**src/rtl/core/scba_pkg.sv**
```systemverilog
// ----------------------------------------------------------------------------
// Size-class block allocator package
// Shared widths, codes, the size-class table and the controller/datapath types.
// ----------------------------------------------------------------------------
package scba_pkg;

	// Heap geometry and field widths.
	localparam int HEAP_GRANULES = 65536;
	localparam int ADDR_W        = 16;
	localparam int SIZE_W        = 16;
	localparam int LIMIT_W       = 17;
	localparam int USABLE_W      = 13;
	localparam int STATUS_W      = 3;
	localparam int OP_W          = 2;
	localparam int NUM_CLASSES   = 16;
	localparam int CLASS_W       = 4;
	localparam int GRAN_W        = 9;
	localparam int HDR_W         = 6;

	// Block header layout: live bit, free mark, class number.
	localparam int HDR_LIVE_BIT = 5;
	localparam int HDR_FREE_BIT = 4;

	// Reset value of the heap limit register.
	localparam logic [LIMIT_W-1:0] HEAP_LIMIT_RESET = LIMIT_W'(HEAP_GRANULES);

	// Byte size of each size class.
	localparam logic [USABLE_W-1:0] CLASS_BYTES [NUM_CLASSES] = '{
		13'd16,   13'd32,   13'd48,   13'd64,   13'd96,   13'd128,  13'd192,  13'd256,
		13'd384,  13'd512,  13'd768,  13'd1024, 13'd1536, 13'd2048, 13'd3072, 13'd4096
	};

	// Request codes.
	typedef enum logic [OP_W-1:0] {
		OP_ALLOC = 2'd0,
		OP_FREE  = 2'd1,
		OP_QUERY = 2'd2
	} op_e_t;

	// Result status codes.
	typedef enum logic [STATUS_W-1:0] {
		ST_OK     = 3'd0,
		ST_OOM    = 3'd1,
		ST_BIG    = 3'd2,
		ST_BAD    = 3'd3,
		ST_DOUBLE = 3'd4
	} status_e_t;

	// Controller states.
	typedef enum logic [1:0] {
		S_CLEAR = 2'd0,
		S_IDLE  = 2'd1,
		S_LOOK  = 2'd2,
		S_EXEC  = 2'd3
	} state_t;

	// Commands from the controller to the datapath.
	typedef struct packed {
		logic clear;
		logic load;
		logic look;
		logic commit;
	} ctrl_cmd_t;

	// Status from the datapath to the controller.
	typedef struct packed {
		logic clear_last;
	} dp_status_t;

	// Result of the size-to-class mapping.
	typedef struct packed {
		logic               big;
		logic [CLASS_W-1:0] cls;
	} class_sel_t;

	// Maps a byte request (zero counts as one) to the first class that holds it.
	function automatic class_sel_t size_class(input logic [SIZE_W-1:0] sz);
		logic [SIZE_W-1:0] n;
		class_sel_t        r;
		n     = (sz == '0) ? SIZE_W'(1) : sz;
		r.big = 1'b1;
		r.cls = '0;
		for (int i = NUM_CLASSES - 1; i >= 0; i--) begin
			if (n <= SIZE_W'(CLASS_BYTES[i])) begin
				r.big = 1'b0;
				r.cls = CLASS_W'(i);
			end
		end
		return r;
	endfunction

	// Granules taken by a class's payload.
	function automatic logic [GRAN_W-1:0] class_granules(input logic [CLASS_W-1:0] cls);
		return GRAN_W'(CLASS_BYTES[cls] >> 4);
	endfunction

endpackage

```
**src/rtl/core/scba_ctrl.sv**
```systemverilog
// ----------------------------------------------------------------------------
// Size-class block allocator controller
// Sequences the header clearing pass and the accept, look-up and execute steps
// of each item, and owns the output valid flag.
// ----------------------------------------------------------------------------
module scba_ctrl (
	input  logic                   clk,
	input  logic                   arst_n,
	input  logic                   in_valid,
	output logic                   in_stall,
	output logic                   out_valid,
	input  logic                   out_stall,
	output scba_pkg::ctrl_cmd_t    cmd,
	input  scba_pkg::dp_status_t   sts
);
	import scba_pkg::*;

	state_t state_q;
	state_t state_nxt;
	logic   out_valid_q;
	logic   out_free;

	// The output register can take a new result when empty or being drained.
	assign out_free = !out_valid_q || !out_stall;

	// Next-state logic.
	always_comb begin
		state_nxt = state_q;
		unique case (state_q)
			S_CLEAR: begin
				if (sts.clear_last) begin
					state_nxt = S_IDLE;
				end
			end
			S_IDLE: begin
				if (in_valid) begin
					state_nxt = S_LOOK;
				end
			end
			S_LOOK: begin
				state_nxt = S_EXEC;
			end
			S_EXEC: begin
				if (out_free) begin
					state_nxt = S_IDLE;
				end
			end
			default: begin
				state_nxt = S_CLEAR;
			end
		endcase
	end

	// Command outputs.
	always_comb begin
		cmd        = '0;
		in_stall   = 1'b1;
		unique case (state_q)
			S_CLEAR: begin
				cmd.clear = 1'b1;
			end
			S_IDLE: begin
				in_stall = 1'b0;
				cmd.load = in_valid;
			end
			S_LOOK: begin
				cmd.look = 1'b1;
			end
			S_EXEC: begin
				cmd.commit = out_free;
			end
			default: begin
				cmd = '0;
			end
		endcase
	end

	// State register.
	always_ff @(posedge clk or negedge arst_n) begin
		if (!arst_n) begin
			state_q <= S_CLEAR;
		end else begin
			state_q <= state_nxt;
		end
	end

	// Output valid: set when a result is committed, cleared when it is taken.
	always_ff @(posedge clk or negedge arst_n) begin
		if (!arst_n) begin
			out_valid_q <= 1'b0;
		end else if (cmd.commit) begin
			out_valid_q <= 1'b1;
		end else if (!out_stall) begin
			out_valid_q <= 1'b0;
		end
	end

	assign out_valid = out_valid_q;

endmodule

```
**config.mk**
```make
export PLATFORM = sky130hd
export DESIGN_NAME = scba_ctrl
export DESIGN_NICKNAME = d
export VERILOG_FILES = /design/src/rtl/core/scba_pkg.sv /design/src/rtl/core/scba_ctrl.sv
export SDC_FILE = /design/constraint.sdc
export NUM_CORES = 1
export LEC_CHECK = 0
export BUFFER_PORTS_ARGS = -buffer_cell sky130_fd_sc_hd__clkbuf_2
export CORE_AREA = 5 5 42 44
export DETAILED_ROUTE_END_ITERATION = 10
export DIE_AREA = 0 0 47 49
export PLACE_DENSITY_LB_ADDON = 0.08
export SKIP_CTS_REPAIR_TIMING = 1
export SLEW_MARGIN = 20
export SYNTH_ARGS = -nofsm -noshare
export SYNTH_HDL_FRONTEND = slang
export SYNTH_SLANG_ARGS = --single-unit
```
**constraint.sdc**
```tcl
create_clock -name clk -period 3.4 [get_ports clk]
set_input_delay 0.34 -clock clk [delete_from_list [all_inputs] [get_ports clk]]
set_output_delay 0.34 -clock clk [all_outputs]
set_load 0.005 [all_outputs]
```
==> flow_summary.json <==
{
  "required_ns": 3.06,
  "hp-start": "out_stall",
  "fin_crit_sh_pct": 43.92,
  "tritoncts": "built",
  "ys_warn_count": 0,
  "worst_slack_ns": 1.907,
  "setup.worst_path.class": "register to primary output",
  "start_kind": "register",
  "skew_ns": 0.0007086,
  "synth_top_area_share_pct": 33.71,
  "final_util_pct": 23.48,
  "seq_area_frac_synth_pct": 33.71,
  "status": "finished clean",
  "synthArstFlopShare_pct": 100.0,
  "synth_area_leader_cell": "dfrtp_1",
  "synth_cells": 18,
  "reg2regPathDepth": 5,
  "min_path_cells": 2,
  "routed_via_density": 3.531,
  "cts_sinks": 3,
  "placed_area_sq_um": 292.8,
  "num_vias": 173,
  "dr.pass1.iters": 2,
  "synth_edf_count": 0,
  "drc": 0,
  "synth.area.top_cells": "dfrtp_1, ha_1, o221ai_4",
  "antenna_left": 0,
  "rows": 14,
  "clockBufferDepth": 2,
  "finalPower_w": 0.0002976,
  "synth_ff_type": "dfrtp_1",
  "rsz0062_at_grt": "no",
  "fin_area_sq_um": 329.1,
  "numCtsBuffers": 3,
  "setup_tns_ns": 0,
  "cts_htree_levels": 1,
  "setup_viol": 0,
  "numPortBuffers": 10,
  "syn_area_sq_um": 222.7,
  "reg2reg_from": "state_q[0]",
  "grt_pass1_vias": 206,
  "fp.dieW_microns": 47,
  "avgRoutedWirePerCell_microns": 9.469,
  "synth_nets": 27,
  "fin_nets": 43,
  "syn_avg_cell_area_sq_um": 12.37,
  "synth.most_common_cell": "ha_1",
  "first_iter_violations": 2,
  "dieArea_sq_um": 2303,
  "diodes": 0,
  "track_usage_pct": 5.148,
  "antenna_found_initial": 0,
  "dp_hpwl_microns": 402.4,
  "critPathMaxFanout": 4,
  "drive_gt1_share_pct": 51.52,
  "slew_violations": 0,
  "routabilityCongestion": 0.6501,
  "dp_slack_ns": 1.978,
  "power_density_nw_per_um2": 904.3,
  "grt_max_degree": 5,
  "fmax_mhz": 669.6,
  "dieHeight_microns": 49,
  "min_to": "out_valid",
  "drv_cap": 0,
  "irDropWorstVdd_mv": 0.2635,
  "ys_ff_latch": 3,
  "crit_arrival_ns": 1.15,
  "endpoint_kind": "primary output",
  "area_growth_pct": 47.75,
  "fp.coreArea_sq_um": 1401,
  "finalHoldViolCount": 0,
  "relSlewSlack_pct": 89.20,
  "wl_microns": 464,
  "io_pins": 11,
  "grt-ovfl-total": 0,
  "initial_utilization_pct": 15.89,
  "ys_types": 11,
  "leakagePower_nw": 0.1742,
  "finalCriticalPeriod_ns": 1.493,
  "worstMarginPinSlew_ns": 0.1574,
  "clk_pin_slew_ns": 0.04,
  "min_path_type": "input port to register",
  "ys_top_cells_by_count": "ha_1, dfrtp_1, inv_1",
  "cts_root_buf": "clkbuf_4",
  "regToRegEndpoint": "state_q[1]",
  "grt_pass1_wl_microns": 772,
  "clk_latency_ns": 0.23,
  "rrSetupSlack_ns": 1.99
}
-- metal layers --
| metal | wire length [microns] | share of wire [%] | global-route usage, % | up-vias |
|---|---|---|---|---|
| met3 | 49 | 11 | 1.107 | 0 |
| met1 | 163 | 35 | 4.636 | 79 |
| met5 | 0 | 0 | 0 | - |
| li1 | - | - | - | 88 |
| met2 | 251 | 54 | 7.692 | 6 |
| met4 | 0 | 0 | 6.912 | 0 |
-- layout by cell type (no fill, tap or decap) --
cell type      instances
clkbuf_2              10
ha_1                   4
inv_1                  3
clkbuf_4               3
dfrtp_1                3
a21boi_0               1
inv_2                  1
and2_1                 1
nand3_2                1
o221ai_4               1
mux2_4                 1
a21o_1                 1
mux2i_1                1
clkbuf_1               1
dlygate4sd3_1          1
-- through the flow --
stage / instances / hold WS [ns]
2_1_floorplan: 18 / 0.04441
3_3_place_gp: 44 / 0.1395
3_5_place_dp: 44 / 0.1405
4_1_cts: 48 / -0.1127
5_1_grt: 49 / 0.3688
6_report: 49 / 0.3642
-- report_power, final --
group           total, W  internal (W)  switching, W
Combinational   0.000163     0.0000877     0.0000752
Sequential     0.0000728     0.0000551     0.0000177
Clock          0.0000619     0.0000440     0.0000180
Total           0.000298      0.000187      0.000111
-- registers in the layout, indices dropped and copies added (netlist names) --
register,cells
out_valid,1
state_q,2
-- how the worst max path moves through the flow --
stage                     startpoint    endpoint  slack [ns]  cells after the start
after floorplan           state_q[0]  state_q[1]        2.05                      5
after CTS                 state_q[1]      cmd[2]        1.87                      4
after global placement    state_q[0]  state_q[1]        2.01                      5
final                     state_q[1]      cmd[2]        1.91                      4
after detailed placement  state_q[0]  state_q[1]        1.98                      5
after global routing      state_q[1]      cmd[2]        1.79                      4
-- worst max-delay path, cell delays in order, from the launching register on --
cell and delay [ns]:
dfrtp_1 0.40, inv_1 0.09, ha_1 0.20, and2_1 0.13, clkbuf_2 0.10
-- kinds of logic (layout without fill, tap and decap cells) --
logic type               count (synthesis)  after routing  share of synthesized area [%]
adder cells (fa/ha/maj)                  4              4                          22.47
multiplexers                             2              2                          11.23
buffers and inverters                    4             19                          6.740
flip-flops                               3              3                          33.71
AND/OR/NAND/NOR                          2              2                          7.305
AO/OA/AOI/OAI                            3              3                          18.54
-- area by class of cell --
cell class	instances	area [sq um]
timing repair buffer	11	60.06
inverter	4	15.01
tap	16	20.02
multi-input combinational	11	132.6
sequential	3	75.07
fill	162	1072
clock buffer	4	26.28
No activity file was read; power rests on OpenSTA's default activity.
